### config.mk
export PLATFORM = sky130hd
export DESIGN_NAME = power_limit_control_fsm_flat
export DESIGN_NICKNAME = d
export VERILOG_FILES = /design/src/hw/rtl/plc_pkg.sv /design/src/hw/rtl/plc_ifs.sv /design/src/hw/rtl/plc_mode_sel.sv /design/src/hw/rtl/power_limit_control_fsm.sv /design/src/flat_wrapper.sv
export SDC_FILE = /design/constraint.sdc
export NUM_CORES = 1
export LEC_CHECK = 0
export ABC_AREA = 1
export BUFFER_PORTS_ARGS = -buffer_cell sky130_fd_sc_hd__buf_4
export CORE_UTILIZATION = 53
export DETAILED_ROUTE_END_ITERATION = 6
export PLACE_DENSITY = 0.72
export SLEW_MARGIN = 20
export SYNTH_ARGS = -nofsm -noshare
export SYNTH_HDL_FRONTEND = slang
export SYNTH_SLANG_ARGS = --single-unit
### constraint.sdc
create_clock -name i_clk -period 9.3 [get_ports i_clk]
set_clock_uncertainty 0.1 [all_clocks]
set_input_delay 0.465 -clock i_clk [delete_from_list [all_inputs] [get_ports i_clk]]
set_output_delay 0.465 -clock i_clk [all_outputs]
set_load 0.03 [all_outputs]
### src/hw/rtl/plc_pkg.sv
// ============================================================================
// Power limit controller package
// Shared widths, codes, reset values and types of the power limit controller.
// ============================================================================
package plc_pkg;

    localparam int REQ_W      = 3;
    localparam int POWER_W    = 24;
    localparam int DUR_W      = 32;
    localparam int SET_W      = 32;
    localparam int MODE_W     = 3;
    localparam int HB_W       = 16;
    localparam int LPC_W      = 16;
    localparam int CFG_IDX_W  = 2;
    localparam int CFG_DATA_W = 32;

    // Request types.
    localparam logic [REQ_W-1:0] REQ_TICK        = 3'd0;
    localparam logic [REQ_W-1:0] REQ_HEARTBEAT   = 3'd1;
    localparam logic [REQ_W-1:0] REQ_LIMIT       = 3'd2;
    localparam logic [REQ_W-1:0] REQ_FS_DURATION = 3'd3;
    localparam logic [REQ_W-1:0] REQ_FS_LIMIT    = 3'd4;

    // Operating modes.
    localparam logic [MODE_W-1:0] MODE_INIT     = 3'd0;
    localparam logic [MODE_W-1:0] MODE_LIMITED  = 3'd1;
    localparam logic [MODE_W-1:0] MODE_UNL_CTRL = 3'd2;
    localparam logic [MODE_W-1:0] MODE_UNL_AUTO = 3'd3;
    localparam logic [MODE_W-1:0] MODE_FAILSAFE = 3'd4;

    // Configuration register indexes.
    localparam logic [CFG_IDX_W-1:0] CFG_HB_TIMEOUT  = 2'd0;
    localparam logic [CFG_IDX_W-1:0] CFG_LPC_TIMEOUT = 2'd1;
    localparam logic [CFG_IDX_W-1:0] CFG_FS_DURATION = 2'd2;
    localparam logic [CFG_IDX_W-1:0] CFG_FS_LIMIT    = 2'd3;

    // Reset values of the configuration registers.
    localparam logic [HB_W-1:0]    HB_TIMEOUT_RST  = 16'd60;
    localparam logic [LPC_W-1:0]   LPC_TIMEOUT_RST = 16'd120;
    localparam logic [DUR_W-1:0]   FS_DURATION_RST = 32'd7200;
    localparam logic [POWER_W-1:0] FS_LIMIT_RST    = 24'd0;

    localparam logic [POWER_W-1:0] POWER_MAX = '1;

    typedef struct packed {
        logic [REQ_W-1:0]   req_type;
        logic               limit_active;
        logic [POWER_W-1:0] limit_value;
        logic [DUR_W-1:0]   limit_duration;
        logic               limit_delete_duration;
        logic [SET_W-1:0]   new_setting;
    } t_plc_req;

    // Conditions that drive the mode decision.
    typedef struct packed {
        logic hb_lost;
        logic active;
        logic deactivated;
        logic expired;
        logic init_timeout;
        logic fs_exit;
        logic limit_since_fs;
    } t_plc_cond;

endpackage

### src/hw/rtl/plc_ifs.sv
// ============================================================================
// Power limit controller channels
// Valid/ready channels for requests, results and configuration writes.
// ============================================================================
interface plc_req_if;
    logic                         valid;
    logic                         ready;
    logic [plc_pkg::REQ_W-1:0]    req_type;
    logic                         limit_active;
    logic [plc_pkg::POWER_W-1:0]  limit_value;
    logic [plc_pkg::DUR_W-1:0]    limit_duration;
    logic                         limit_delete_duration;
    logic [plc_pkg::SET_W-1:0]    new_setting;

    modport source (output valid, req_type, limit_active, limit_value, limit_duration,
                    limit_delete_duration, new_setting, input ready);
    modport sink (input valid, req_type, limit_active, limit_value, limit_duration,
                  limit_delete_duration, new_setting, output ready);
endinterface

interface plc_rsp_if;
    logic                         valid;
    logic                         ready;
    logic [plc_pkg::MODE_W-1:0]   mode;
    logic                         apply_valid;
    logic                         apply_active;
    logic [plc_pkg::POWER_W-1:0]  apply_value;

    modport source (output valid, mode, apply_valid, apply_active, apply_value,
                    input ready);
    modport sink (input valid, mode, apply_valid, apply_active, apply_value,
                  output ready);
endinterface

interface plc_cfg_if;
    logic                            valid;
    logic                            ready;
    logic [plc_pkg::CFG_IDX_W-1:0]   index;
    logic [plc_pkg::CFG_DATA_W-1:0]  data;

    modport source (output valid, index, data, input ready);
    modport sink (input valid, index, data, output ready);
endinterface

### src/hw/rtl/plc_mode_sel.sv
// ============================================================================
// Power limit controller mode selection
// Next-mode decision from the current mode and the evaluated conditions.
// ============================================================================
module plc_mode_sel (
    input  logic [plc_pkg::MODE_W-1:0] i_mode,
    input  plc_pkg::t_plc_cond         i_cond,
    output logic [plc_pkg::MODE_W-1:0] o_mode
);
    import plc_pkg::*;

    always_comb begin
        o_mode = i_mode;
        unique case (i_mode)
            MODE_LIMITED: begin
                if (i_cond.hb_lost) begin
                    o_mode = MODE_FAILSAFE;
                end else if (i_cond.deactivated || i_cond.expired) begin
                    o_mode = MODE_UNL_CTRL;
                end
            end
            MODE_UNL_CTRL: begin
                if (i_cond.hb_lost) begin
                    o_mode = MODE_FAILSAFE;
                end else if (i_cond.active) begin
                    o_mode = MODE_LIMITED;
                end
            end
            MODE_UNL_AUTO: begin
                if (i_cond.hb_lost) begin
                    o_mode = MODE_FAILSAFE;
                end else if (i_cond.deactivated || i_cond.expired) begin
                    o_mode = MODE_UNL_CTRL;
                end else if (i_cond.active) begin
                    o_mode = MODE_LIMITED;
                end
            end
            MODE_FAILSAFE: begin
                // Failsafe is held while heartbeats are missing. A fresh limit
                // leaves it at once, otherwise the exit timeout does.
                if (!i_cond.hb_lost) begin
                    if (i_cond.limit_since_fs) begin
                        if (i_cond.active) begin
                            o_mode = MODE_LIMITED;
                        end else if (i_cond.deactivated) begin
                            o_mode = MODE_UNL_CTRL;
                        end
                    end else if (i_cond.fs_exit) begin
                        o_mode = MODE_UNL_AUTO;
                    end
                end
            end
            default: begin
                o_mode = MODE_INIT;
                if (i_cond.hb_lost) begin
                    o_mode = MODE_FAILSAFE;
                end else if (i_cond.init_timeout) begin
                    o_mode = MODE_UNL_AUTO;
                end else if (i_cond.active) begin
                    o_mode = MODE_LIMITED;
                end else if (i_cond.deactivated) begin
                    o_mode = MODE_UNL_CTRL;
                end
            end
        endcase
    end

endmodule

### src/hw/rtl/power_limit_control_fsm.sv
// ============================================================================
// Power limit control state machine
// Five-mode power consumption limit controller driven by one event per
// transaction: tick, heartbeat, limit update or failsafe setting update.
// ============================================================================
// Flow: an accepted request is loaded into the input register, and its result
// is loaded into the result register when the input register is processed.
// Throughput: one request per cycle while results are taken; a result held by
// the sink stalls the input register. The decision is a single compare pass.
// Reset (synchronous, active low) puts the controller in init mode with all
// timestamps zero and the configuration registers at their default values.
module power_limit_control_fsm #(
    parameter int TIME_WIDTH = 32
) (
    input  logic      i_clk,
    input  logic      i_rst_n,
    plc_req_if.sink   i_req,
    plc_cfg_if.sink   i_cfg,
    plc_rsp_if.source o_rsp
);
    import plc_pkg::*;

    localparam int CMP_W = (TIME_WIDTH > DUR_W + 1) ? TIME_WIDTH : DUR_W + 1;
    localparam logic [TIME_WIDTH-1:0] TIME_MAX = '1;

    // Input register.
    logic     r_in_valid;
    t_plc_req r_in;
    logic     proc_fire;

    // Configuration.
    logic [HB_W-1:0]  r_hb_timeout;
    logic [LPC_W-1:0] r_lpc_timeout;

    // Controller state.
    logic [MODE_W-1:0]     r_mode;
    logic [TIME_WIDTH-1:0] r_now, n_now;
    logic [TIME_WIDTH-1:0] r_hb_time, n_hb_time;
    logic [TIME_WIDTH-1:0] r_limit_time, n_limit_time;
    logic [TIME_WIDTH-1:0] r_fs_entry, n_fs_entry;
    logic                  r_lpresent, n_lpresent;
    logic                  r_sactive, n_sactive;
    logic [POWER_W-1:0]    r_svalue, n_svalue;
    logic [DUR_W-1:0]      r_sduration, n_sduration;
    logic                  r_sno_expiry, n_sno_expiry;
    logic                  r_lsf, n_lsf;
    logic [DUR_W-1:0]      r_fs_duration, n_fs_duration;
    logic [POWER_W-1:0]    r_fs_limit, n_fs_limit;

    logic                  limit_changed;
    logic [MODE_W-1:0]     cur_mode;
    logic [MODE_W-1:0]     n_mode;
    t_plc_cond             cond;
    logic                  mode_changed;
    logic                  n_apply_valid;
    logic                  n_apply_active;
    logic [POWER_W-1:0]    n_apply_value;

    // Result register.
    logic               r_out_valid;
    logic [MODE_W-1:0]  r_out_mode;
    logic               r_out_apply_valid;
    logic               r_out_apply_active;
    logic [POWER_W-1:0] r_out_apply_value;

    assign proc_fire   = r_in_valid && (!r_out_valid || o_rsp.ready);
    assign i_req.ready = !r_in_valid || proc_fire;
    assign i_cfg.ready = 1'b1;

    always_ff @(posedge i_clk) begin
        if (!i_rst_n) begin
            r_in_valid <= 1'b0;
        end else if (i_req.valid && i_req.ready) begin
            r_in_valid <= 1'b1;
        end else if (proc_fire) begin
            r_in_valid <= 1'b0;
        end
    end

    always_ff @(posedge i_clk) begin
        if (i_req.valid && i_req.ready) begin
            r_in.req_type              <= i_req.req_type;
            r_in.limit_active          <= i_req.limit_active;
            r_in.limit_value           <= i_req.limit_value;
            r_in.limit_duration        <= i_req.limit_duration;
            r_in.limit_delete_duration <= i_req.limit_delete_duration;
            r_in.new_setting           <= i_req.new_setting;
        end
    end

    // Apply the event to the state, then evaluate the rules on the result.
    always_comb begin
        n_now         = r_now;
        n_hb_time     = r_hb_time;
        n_limit_time  = r_limit_time;
        n_lpresent    = r_lpresent;
        n_sactive     = r_sactive;
        n_svalue      = r_svalue;
        n_sduration   = r_sduration;
        n_sno_expiry  = r_sno_expiry;
        n_fs_duration = r_fs_duration;
        n_fs_limit    = r_fs_limit;
        limit_changed = 1'b0;
        case (r_in.req_type)
            REQ_TICK: begin
                if (r_now != TIME_MAX) begin
                    n_now = r_now + TIME_WIDTH'(1);
                end
            end
            REQ_HEARTBEAT: begin
                n_hb_time = r_now;
            end
            REQ_LIMIT: begin
                n_lpresent    = 1'b1;
                n_sactive     = r_in.limit_active;
                n_svalue      = r_in.limit_value;
                n_sduration   = r_in.limit_duration;
                n_sno_expiry  = r_in.limit_delete_duration;
                n_limit_time  = r_now;
                limit_changed = 1'b1;
            end
            REQ_FS_DURATION: begin
                n_fs_duration = r_in.new_setting;
            end
            REQ_FS_LIMIT: begin
                if (r_in.new_setting > SET_W'(POWER_MAX)) begin
                    n_fs_limit = POWER_MAX;
                end else begin
                    n_fs_limit = r_in.new_setting[POWER_W-1:0];
                end
            end
            default: ;
        endcase

        cond.hb_lost = CMP_W'(n_now - n_hb_time) > CMP_W'(r_hb_timeout);
        cond.active = n_lpresent && n_sactive;
        cond.deactivated = n_lpresent && !n_sactive;
        cond.expired = n_lpresent && !n_sno_expiry && (n_sduration != '0) &&
                       (CMP_W'(n_now - n_limit_time) >= CMP_W'(n_sduration));
        cond.init_timeout = CMP_W'(n_now) > CMP_W'(r_lpc_timeout);
        cond.fs_exit = CMP_W'(n_now - r_fs_entry) >
                       (CMP_W'(n_fs_duration) + CMP_W'(r_lpc_timeout));
        cond.limit_since_fs = limit_changed || r_lsf;

        // An unknown mode code reads as init without counting as a change.
        cur_mode = (r_mode > MODE_FAILSAFE) ? MODE_INIT : r_mode;
    end

    plc_mode_sel u_mode_sel (
        .i_mode (cur_mode),
        .i_cond (cond),
        .o_mode (n_mode)
    );

    always_comb begin
        mode_changed = (n_mode != cur_mode);
        n_fs_entry   = r_fs_entry;
        n_lsf        = cond.limit_since_fs;
        if (mode_changed && (n_mode == MODE_FAILSAFE)) begin
            n_fs_entry = n_now;
            n_lsf      = 1'b0;
        end

        n_apply_valid  = mode_changed || limit_changed;
        n_apply_active = 1'b0;
        n_apply_value  = '0;
        if (n_apply_valid) begin
            if ((n_mode == MODE_LIMITED) && n_lpresent) begin
                n_apply_active = n_sactive;
                n_apply_value  = n_svalue;
            end else if (n_mode == MODE_FAILSAFE) begin
                n_apply_active = 1'b1;
                n_apply_value  = n_fs_limit;
            end
        end
    end

    always_ff @(posedge i_clk) begin
        if (!i_rst_n) begin
            r_hb_timeout  <= HB_TIMEOUT_RST;
            r_lpc_timeout <= LPC_TIMEOUT_RST;
            r_mode        <= MODE_INIT;
            r_now         <= '0;
            r_hb_time     <= '0;
            r_limit_time  <= '0;
            r_fs_entry    <= '0;
            r_lpresent    <= 1'b0;
            r_sactive     <= 1'b0;
            r_svalue      <= '0;
            r_sduration   <= '0;
            r_sno_expiry  <= 1'b0;
            r_lsf         <= 1'b0;
            r_fs_duration <= FS_DURATION_RST;
            r_fs_limit    <= FS_LIMIT_RST;
        end else begin
            if (i_cfg.valid && i_cfg.ready) begin
                unique case (i_cfg.index)
                    CFG_HB_TIMEOUT:  r_hb_timeout  <= i_cfg.data[HB_W-1:0];
                    CFG_LPC_TIMEOUT: r_lpc_timeout <= i_cfg.data[LPC_W-1:0];
                    CFG_FS_DURATION: r_fs_duration <= i_cfg.data[DUR_W-1:0];
                    CFG_FS_LIMIT:    r_fs_limit    <= i_cfg.data[POWER_W-1:0];
                    default: ;
                endcase
            end
            if (proc_fire) begin
                r_mode        <= n_mode;
                r_now         <= n_now;
                r_hb_time     <= n_hb_time;
                r_limit_time  <= n_limit_time;
                r_fs_entry    <= n_fs_entry;
                r_lpresent    <= n_lpresent;
                r_sactive     <= n_sactive;
                r_svalue      <= n_svalue;
                r_sduration   <= n_sduration;
                r_sno_expiry  <= n_sno_expiry;
                r_lsf         <= n_lsf;
                r_fs_duration <= n_fs_duration;
                r_fs_limit    <= n_fs_limit;
            end
        end
    end

    always_ff @(posedge i_clk) begin
        if (!i_rst_n) begin
            r_out_valid <= 1'b0;
        end else if (proc_fire) begin
            r_out_valid <= 1'b1;
        end else if (o_rsp.ready) begin
            r_out_valid <= 1'b0;
        end
    end

    always_ff @(posedge i_clk) begin
        if (proc_fire) begin
            r_out_mode         <= n_mode;
            r_out_apply_valid  <= n_apply_valid;
            r_out_apply_active <= n_apply_active;
            r_out_apply_value  <= n_apply_value;
        end
    end

    assign o_rsp.valid        = r_out_valid;
    assign o_rsp.mode         = r_out_mode;
    assign o_rsp.apply_valid  = r_out_apply_valid;
    assign o_rsp.apply_active = r_out_apply_active;
    assign o_rsp.apply_value  = r_out_apply_value;

    a_apply_quiet: assert property (@(posedge i_clk) disable iff (!i_rst_n)
        r_out_valid && !r_out_apply_valid |-> !r_out_apply_active && (r_out_apply_value == '0))
        else $error("apply fields set without a mode or limit change");

    a_fs_apply: assert property (@(posedge i_clk) disable iff (!i_rst_n)
        r_out_valid && r_out_apply_valid && (r_out_mode == MODE_FAILSAFE) |-> r_out_apply_active)
        else $error("failsafe result without an active limit");

    a_fs_entry: assert property (@(posedge i_clk) disable iff (!i_rst_n)
        proc_fire && mode_changed && (n_mode == MODE_FAILSAFE)
        |=> (r_fs_entry == $past(n_now)) && !r_lsf)
        else $error("failsafe entry did not record its time");

    a_now_monotonic: assert property (@(posedge i_clk)
        i_rst_n && $past(i_rst_n) |-> r_now >= $past(r_now))
        else $error("tick counter went backwards");

    a_in_hold: assert property (@(posedge i_clk) disable iff (!i_rst_n)
        r_in_valid && !proc_fire |=> r_in_valid && $stable(r_in))
        else $error("pending request lost from the input register");

endmodule
### src/flat_wrapper.sv
// flat-port wrapper written by rule: the top's interface ports become plain ports
module power_limit_control_fsm_flat import plc_pkg::*;
#(
    parameter int TIME_WIDTH = 32
)
  (i_clk, i_rst_n, i_req_valid, i_req_req_type, i_req_limit_active, i_req_limit_value, i_req_limit_duration, i_req_limit_delete_duration, i_req_new_setting, i_req_ready, i_cfg_valid, i_cfg_index, i_cfg_data, i_cfg_ready, o_rsp_valid, o_rsp_mode, o_rsp_apply_valid, o_rsp_apply_active, o_rsp_apply_value, o_rsp_ready);
  plc_req_if i_req_i ();
  plc_cfg_if i_cfg_i ();
  plc_rsp_if o_rsp_i ();
  input  logic i_clk;
  input  logic i_rst_n;
  input wire logic [$bits(i_req_i.valid)-1:0] i_req_valid;
  input wire logic [$bits(i_req_i.req_type)-1:0] i_req_req_type;
  input wire logic [$bits(i_req_i.limit_active)-1:0] i_req_limit_active;
  input wire logic [$bits(i_req_i.limit_value)-1:0] i_req_limit_value;
  input wire logic [$bits(i_req_i.limit_duration)-1:0] i_req_limit_duration;
  input wire logic [$bits(i_req_i.limit_delete_duration)-1:0] i_req_limit_delete_duration;
  input wire logic [$bits(i_req_i.new_setting)-1:0] i_req_new_setting;
  output wire logic [$bits(i_req_i.ready)-1:0] i_req_ready;
  input wire logic [$bits(i_cfg_i.valid)-1:0] i_cfg_valid;
  input wire logic [$bits(i_cfg_i.index)-1:0] i_cfg_index;
  input wire logic [$bits(i_cfg_i.data)-1:0] i_cfg_data;
  output wire logic [$bits(i_cfg_i.ready)-1:0] i_cfg_ready;
  output wire logic [$bits(o_rsp_i.valid)-1:0] o_rsp_valid;
  output wire logic [$bits(o_rsp_i.mode)-1:0] o_rsp_mode;
  output wire logic [$bits(o_rsp_i.apply_valid)-1:0] o_rsp_apply_valid;
  output wire logic [$bits(o_rsp_i.apply_active)-1:0] o_rsp_apply_active;
  output wire logic [$bits(o_rsp_i.apply_value)-1:0] o_rsp_apply_value;
  input wire logic [$bits(o_rsp_i.ready)-1:0] o_rsp_ready;
  assign i_req_i.valid = i_req_valid;
  assign i_req_i.req_type = i_req_req_type;
  assign i_req_i.limit_active = i_req_limit_active;
  assign i_req_i.limit_value = i_req_limit_value;
  assign i_req_i.limit_duration = i_req_limit_duration;
  assign i_req_i.limit_delete_duration = i_req_limit_delete_duration;
  assign i_req_i.new_setting = i_req_new_setting;
  assign i_req_ready = i_req_i.ready;
  assign i_cfg_i.valid = i_cfg_valid;
  assign i_cfg_i.index = i_cfg_index;
  assign i_cfg_i.data = i_cfg_data;
  assign i_cfg_ready = i_cfg_i.ready;
  assign o_rsp_valid = o_rsp_i.valid;
  assign o_rsp_mode = o_rsp_i.mode;
  assign o_rsp_apply_valid = o_rsp_i.apply_valid;
  assign o_rsp_apply_active = o_rsp_i.apply_active;
  assign o_rsp_apply_value = o_rsp_i.apply_value;
  assign o_rsp_i.ready = o_rsp_ready;
  power_limit_control_fsm #(.TIME_WIDTH(TIME_WIDTH)) u_core (.i_clk(i_clk), .i_rst_n(i_rst_n), .i_req(i_req_i), .i_cfg(i_cfg_i), .o_rsp(o_rsp_i));
endmodule
==> results of run 1 <==
[kinds of logic after synthesis]
| kind of cell | count (synthesis) |
|---|---|
| AOI/OAI and AO/OA | 914 |
| xor gates and xnor gates | 132 |
| adders and majority gates | 212 |
| buffers and inverters | 601 |
| DFF | 403 |
| muxes | 39 |
| other | 1 |
| and+or+nand+nor | 1305 |
[routing by layer]
metal	GRT usage (%)	share of wire [%]	up-vias
li1	-	-	12552
met2	49.1	44	984
met3	5.50	8.4	166
met4	11.8	3.5	2
met5	0	0.016	-
met1	45.4	44	11532
[cells in the mapped netlist (all sizes together) (48+ instances only)]
cell    instances
a21oi         350
a31oi          87
clkbuf        112
dfxtp         281
edfxtp        122
ha            208
inv           455
nand2         716
nand3         120
nor2          348
nor3           48
o21ai         348
xor2           96
[stage by stage]
step / cell area [um2] / power, W / instances
after global routing: 30700 / 0.00594 / 4499
after global placement: 28200 / 0.00371 / 4322
after detailed placement: 28200 / 0.00372 / 4322
after floorplan: 26500 / 0.00325 / 3607
final: 30700 / 0.00562 / 4499
after CTS: 30700 / 0.00561 / 4498
[cell type report]
class / count / area, um2
Multi-Input combinational cell: 2603 / 14900
Sequential cell: 403 / 9290
Tap cell: 664 / 831
Timing Repair Buffer: 290 / 2430
Inverter: 456 / 1720
Clock inverter: 22 / 246
Clock buffer: 61 / 1290
Fill cell: 4442 / 18400
[critical path, delay by kind of cell, from the launching register on]
kind	cells	cell delay (ns)
buffers and inverters	3	0.42
XOR/XNOR	2	0.46
AND/OR/NAND/NOR	20	2.69
adder cells (fa/ha/maj)	3	0.89
AO/OA/AOI/OAI	18	3.45
flip-flops	1	0.33
[registers in the layout, summed over array words and instances, names as in the netlist, 16 cells and up]
name / flops
u_core.r_in: 93
u_core.r_fs_duration: 32
u_core.r_fs_entry: 32
u_core.r_hb_time: 32
u_core.r_limit_time: 32
u_core.r_now: 32
u_core.r_sduration: 32
u_core.o_rsp.apply_value: 24
u_core.r_fs_limit: 24
u_core.r_svalue: 24
u_core.r_hb_timeout: 16
u_core.r_lpc_timeout: 16
[path summary, 6_finish.rpt]
check / startpoint / to / depth (start not counted)
worst min register to register: u_core.r_sduration[5] / u_core.r_sduration[5] / 2
worst max-delay path: u_core.r_now[0] / u_core.o_rsp.apply_value[1] / 46
worst min-delay path: i_cfg_data[30] / u_core.r_fs_duration[30] / 3
worst max register to register: u_core.r_now[0] / u_core.o_rsp.apply_value[1] / 46
[power groups by stage]
stage | registers, W | clock network [W] | logic (W)
after floorplan | 0.00200 | 0 | 0.00125
after CTS | 0.00196 | 0.00188 | 0.00177
after detailed placement | 0.00200 | 0 | 0.00172
final | 0.00196 | 0.00186 | 0.00180
after global routing | 0.00197 | 0.00195 | 0.00202
after global placement | 0.00200 | 0 | 0.00171
[repair_timing]
item / CTS / global route
resized for setup: 0 / 1
hold buffers: 93 / 0
endpoints found under the setup margin: 0 / 20
hold endpoints to repair: 93 / 0
==> out/metrics.yaml, run 1 <==
crit_path_start_kind: "register"
ff2ff_setup_slack_ns: 0.69
final_common_cell: "nand2_1"
max_freq_mhz: 116
cp_max_fo: 25
drtAntennaViolNets: 0
critPathCaptureType: "register"
synthMuxAreaShare_pct: 1.47
setup_violations: 0
p_switching_w: 0.00195
p_sw_share_pct: 34.6
clkLatencyLatePin_ns: 0.59
vias: 25236
finalWirelength_um: 82300
row_count: 81
drc_errors: 0
power_frac_comb_pct: 32.0
cp_common_cell: "nand2_1"
area_delta_synth_final_pct: 16.0
dr.first_iter.drc_count: 2422
diodes: 0
grt_start_max_net_pins: 112
rsz0062_at_grt: "false"
synth_top_family_by_area: "simple AND/OR/NAND/NOR gates"
tightest_slew_ns: 1.07
finalWorstSetupSlack_ns: 0.688
power_frac_seq_pct: 34.9
wl_per_cell_um: 18.3
grt_usage_pct: 32.2
p_leak_nw: 13.9
die_h_um: 226
grt_pass1_vias: 23194
p_int_w: 0.00368
synth_area_leaders: "dfxtp_1 (21%), edfxtp_1 (14%), ha_1 (9.8%)"
post-route-period-util_pct: 92.6
yosysTopAreaCell: "dfxtp_1"
fin_crit_ns: 8.61
synthAdderAreaFrac_pct: 10.1
syn_inst: 3607
drv_cap: 0
layout_common_cells: "nand2_1 (689), inv_1 (446), nor2_1 (332)"
cp.arrival_ns: 8.82
synth_edf_count: 122
dpl_worst_slack_ns: 0.907
report.final.slew_viol_count: 0
finalHoldViolCount: 0
whs_ns: 0.0447
clock-root-buffer: "clkbuf_16"
synth_seq_cells: 403
htree_levels: 2
slowest_delay_ns: 0.42
drive_gt1_share_pct: 9.41
slowest_stage: "nor3_1"
synthArstFlopShare_pct: 0
cts.reportedPaths.clkPinSlew_ns: 0.06
synth_compound_area_share_pct: 19.3
critPathRequiredTime_ns: 9.51
cts_buffer_depth: 3
yosysTopAreaCellShare_pct: 21.2
cts_made_buffers: 45
post_synth_num_cell_types: 63
outcome: "complete, no violations"
synth_fp_nets: 3951
vias_per_cell: 5.61
antenna_found_initial: 1
synth_xor_area_share_pct: 4.37
routabilityCongestion: 0.993
die-area_mm2: 0.0509
yosysSeqAreaShare_pct: 35.1
dp_hpwl_um: 60500
cts_sinks: 403
syn_avg_cell_area_um2: 7.34
synth_area_mm2: 0.0265
grt_pass1_wl_um: 128000
tns_ns: 0
pwr-share-clk_pct: 33.1
yosys_warnings: 0
nets: 4143
irDropWorstVdd_uv: 154
detail_route.first_pass.iterations: 7
cts_tree: "yes"
io_pins: 164
grt-ovfl-total: 0
relSlewSlack_pct: 28.5
crit_type: "register to register"
hp-class: "input port to register"
die_w_um: 226
core_area_mm2: 0.0492
post_cts_buffers: 0
fin_util_pct: 62.5
port_buffers: 162
p_per_area_mw_per_mm2: 183
initial_core_util_pct: 53.9
ys.flop_type: "dfxtp_1"
yosys.area_share.simple_pct: 20.8
No activity file was read; power rests on OpenSTA's default activity.
==> inputs of run 2 (changes only) <==
--- a/config.mk
+++ b/config.mk
@@ -7,6 +7,7 @@
 export LEC_CHECK = 0
 export ABC_AREA = 1
 export BUFFER_PORTS_ARGS = -buffer_cell sky130_fd_sc_hd__buf_4
+export CORE_MARGIN = 1.5
 export CORE_UTILIZATION = 53
 export DETAILED_ROUTE_END_ITERATION = 6
 export PLACE_DENSITY = 0.72
==> run 2 against run 1 <==
  * Largest cell class unchanged
  * Power decreased by 0.10%
  * Via count increased by 1.1%
  * Global-route usage about the same
  * Sequential power about the same
  * Fmax increased by 0.87%
  * Routed wire length increased by 1.1%
  * Utilization decreased by 0.097 points
  * Critical endpoint is now u_core.o_rsp.apply_value[9]
  * Cell count about the same
  * Hold slack got worse by 0.00087 ns
  * Flip-flop and latch count unchanged
  * Non-clock buffer count decreased by 2
==> out/metrics.yaml, run 2 (synthesis results as in run 1) <==
path_delay_family: "simple AND/OR/NAND/NOR gates"
regToRegEndpoint: "u_core.o_rsp.apply_value[9]"
grt_pass1_vias: 23286
largest_reg_flops: 93
setup_violations: 0
relSlewSlack_pct: 29.0
clock-root-buffer: "clkbuf_16"
hp-class: "input port to register"
antenna_found_initial: 0
detail_route.first_pass.iterations: 7
cts.reportedPaths.clkPinSlew_ns: 0.07
nets: 4141
critPathRequiredTime_ns: 9.51
area_delta_synth_final_pct: 15.8
cts_buffer_depth: 3
report.final.slew_viol_count: 0
hold_end: "u_core.r_fs_duration[30]"
wl_per_cell_um: 18.5
post_cts_buffers: 0
slowest_stage: "nor2_8"
vias_per_cell: 5.67
grt_pass1_wl_um: 129000
critPathCaptureType: "register"
dp_hpwl_um: 61200
layout_common_cells: "nand2_1 (689), inv_1 (446), nor2_1 (332)"
cts_sinks: 403
rsz0062_at_grt: "false"
drv_cap: 0
path_buf_inv: 7
vias: 25511
routabilityCongestion: 0.987
outcome: "complete, no violations"
diodes: 0
reg2reg_depth: 52
htree_levels: 2
whs_ns: 0.0438
largest_register: "u_core.r_in"
finalHoldViolCount: 0
cp_common_cell: "nand2_1"
holdPathStages: 3
grt-ovfl-total: 0
cp_max_fo: 25
fin_crit_ns: 8.54
slowest_delay_ns: 0.35
cts_tree: "yes"
cp.depth: 52
finalWirelength_um: 83200
grt_start_max_net_pins: 129
p_per_area_mw_per_mm2: 183
final_common_cell: "nand2_1"
die_w_um: 227
tightest_slew_ns: 1.06
crit_path_start: "u_core.r_now[0]"
clkLatencyLatePin_ns: 0.59
timing.rr.start: "u_core.r_now[0]"
row_count: 81
cp.arrival_ns: 8.75
ff2ff_setup_slack_ns: 0.76
drive_gt1_share_pct: 9.47
irDropWorstVdd_uv: 163
max_freq_mhz: 117
drc_errors: 0
dr.first_iter.drc_count: 2793
p_leak_nw: 13.9
core_area_mm2: 0.0492
min_from: "i_cfg_data[30]"
io_pins: 164
die_h_um: 227
cts_made_buffers: 45
crit_path_start_kind: "register"
die-area_mm2: 0.0513
tns_ns: 0
post-route-period-util_pct: 91.8
crit_type: "register to register"
port_buffers: 162
initial_core_util_pct: 53.9
drtAntennaViolNets: 0
grt_usage_pct: 32.2
## run 2: worst max path at each step
stage                                               to  slack [ns]
final                      u_core.o_rsp.apply_value[9]        0.76
after CTS                  u_core.o_rsp.apply_value[9]        0.83
after floorplan              u_core.o_rsp.apply_active        2.21
after global placement    u_core.o_rsp.apply_value[15]        1.21
after detailed placement   u_core.o_rsp.apply_value[9]        0.89
after global routing       u_core.o_rsp.apply_value[9]        0.04
## run 2: cell type report
class / instances / area (um2)
Fill cell: 4398 / 18500
Sequential cell: 403 / 9290
Inverter: 456 / 1720
Clock inverter: 26 / 253
Multi-Input combinational cell: 2603 / 14900
Tap cell: 664 / 831
Clock buffer: 57 / 1260
Timing Repair Buffer: 288 / 2390
## run 2: timing repair
item                                   in CTS  in global routing
setup endpoints to repair                   0                  7
endpoints found under the hold margin      93                  0
hold buffers                               93                  0
gates resized for setup                     0                  3
## run 2: power breakdown
group / switching [W] / total, W / internal (W)
logic: 0.00114 / 0.00180 / 0.000659
registers: 0.0000549 / 0.00196 / 0.00191
clock network: 0.000777 / 0.00185 / 0.00108
total: 0.00197 / 0.00562 / 0.00364
## run 2: layer usage
layer  track usage (%)  wire [um]  vias to the layer above  share of wire, %
li1                  -          -                    12544                 -
met1              45.8      36600                    11660                44
met2              48.6      36100                     1131                43
met3              5.42       7460                      176               9.0
met4              12.0       3100                        0               3.7
met5                 0          0                        -                 0
## run 2: per-stage QoR
step / utilization, % / setup WS, ns / instances / cell area [um2] / total power [W]
after global placement: 57.4 / 1.21 / 4321 / 28200 / 0.00371
after global routing: 62.4 / 0.0415 / 4497 / 30700 / 0.00593
final: 62.4 / 0.762 / 4497 / 30700 / 0.00562
after CTS: 62.4 / 0.835 / 4497 / 30700 / 0.00560
after detailed placement: 57.4 / 0.893 / 4321 / 28200 / 0.00372
after floorplan: - / 2.21 / 3607 / 26500 / 0.00325
## run 2: worst min-delay path, stage by stage
cell and delay, ns:
buf_4 0.07, a221oi_1 0.07, nor2_1 0.08
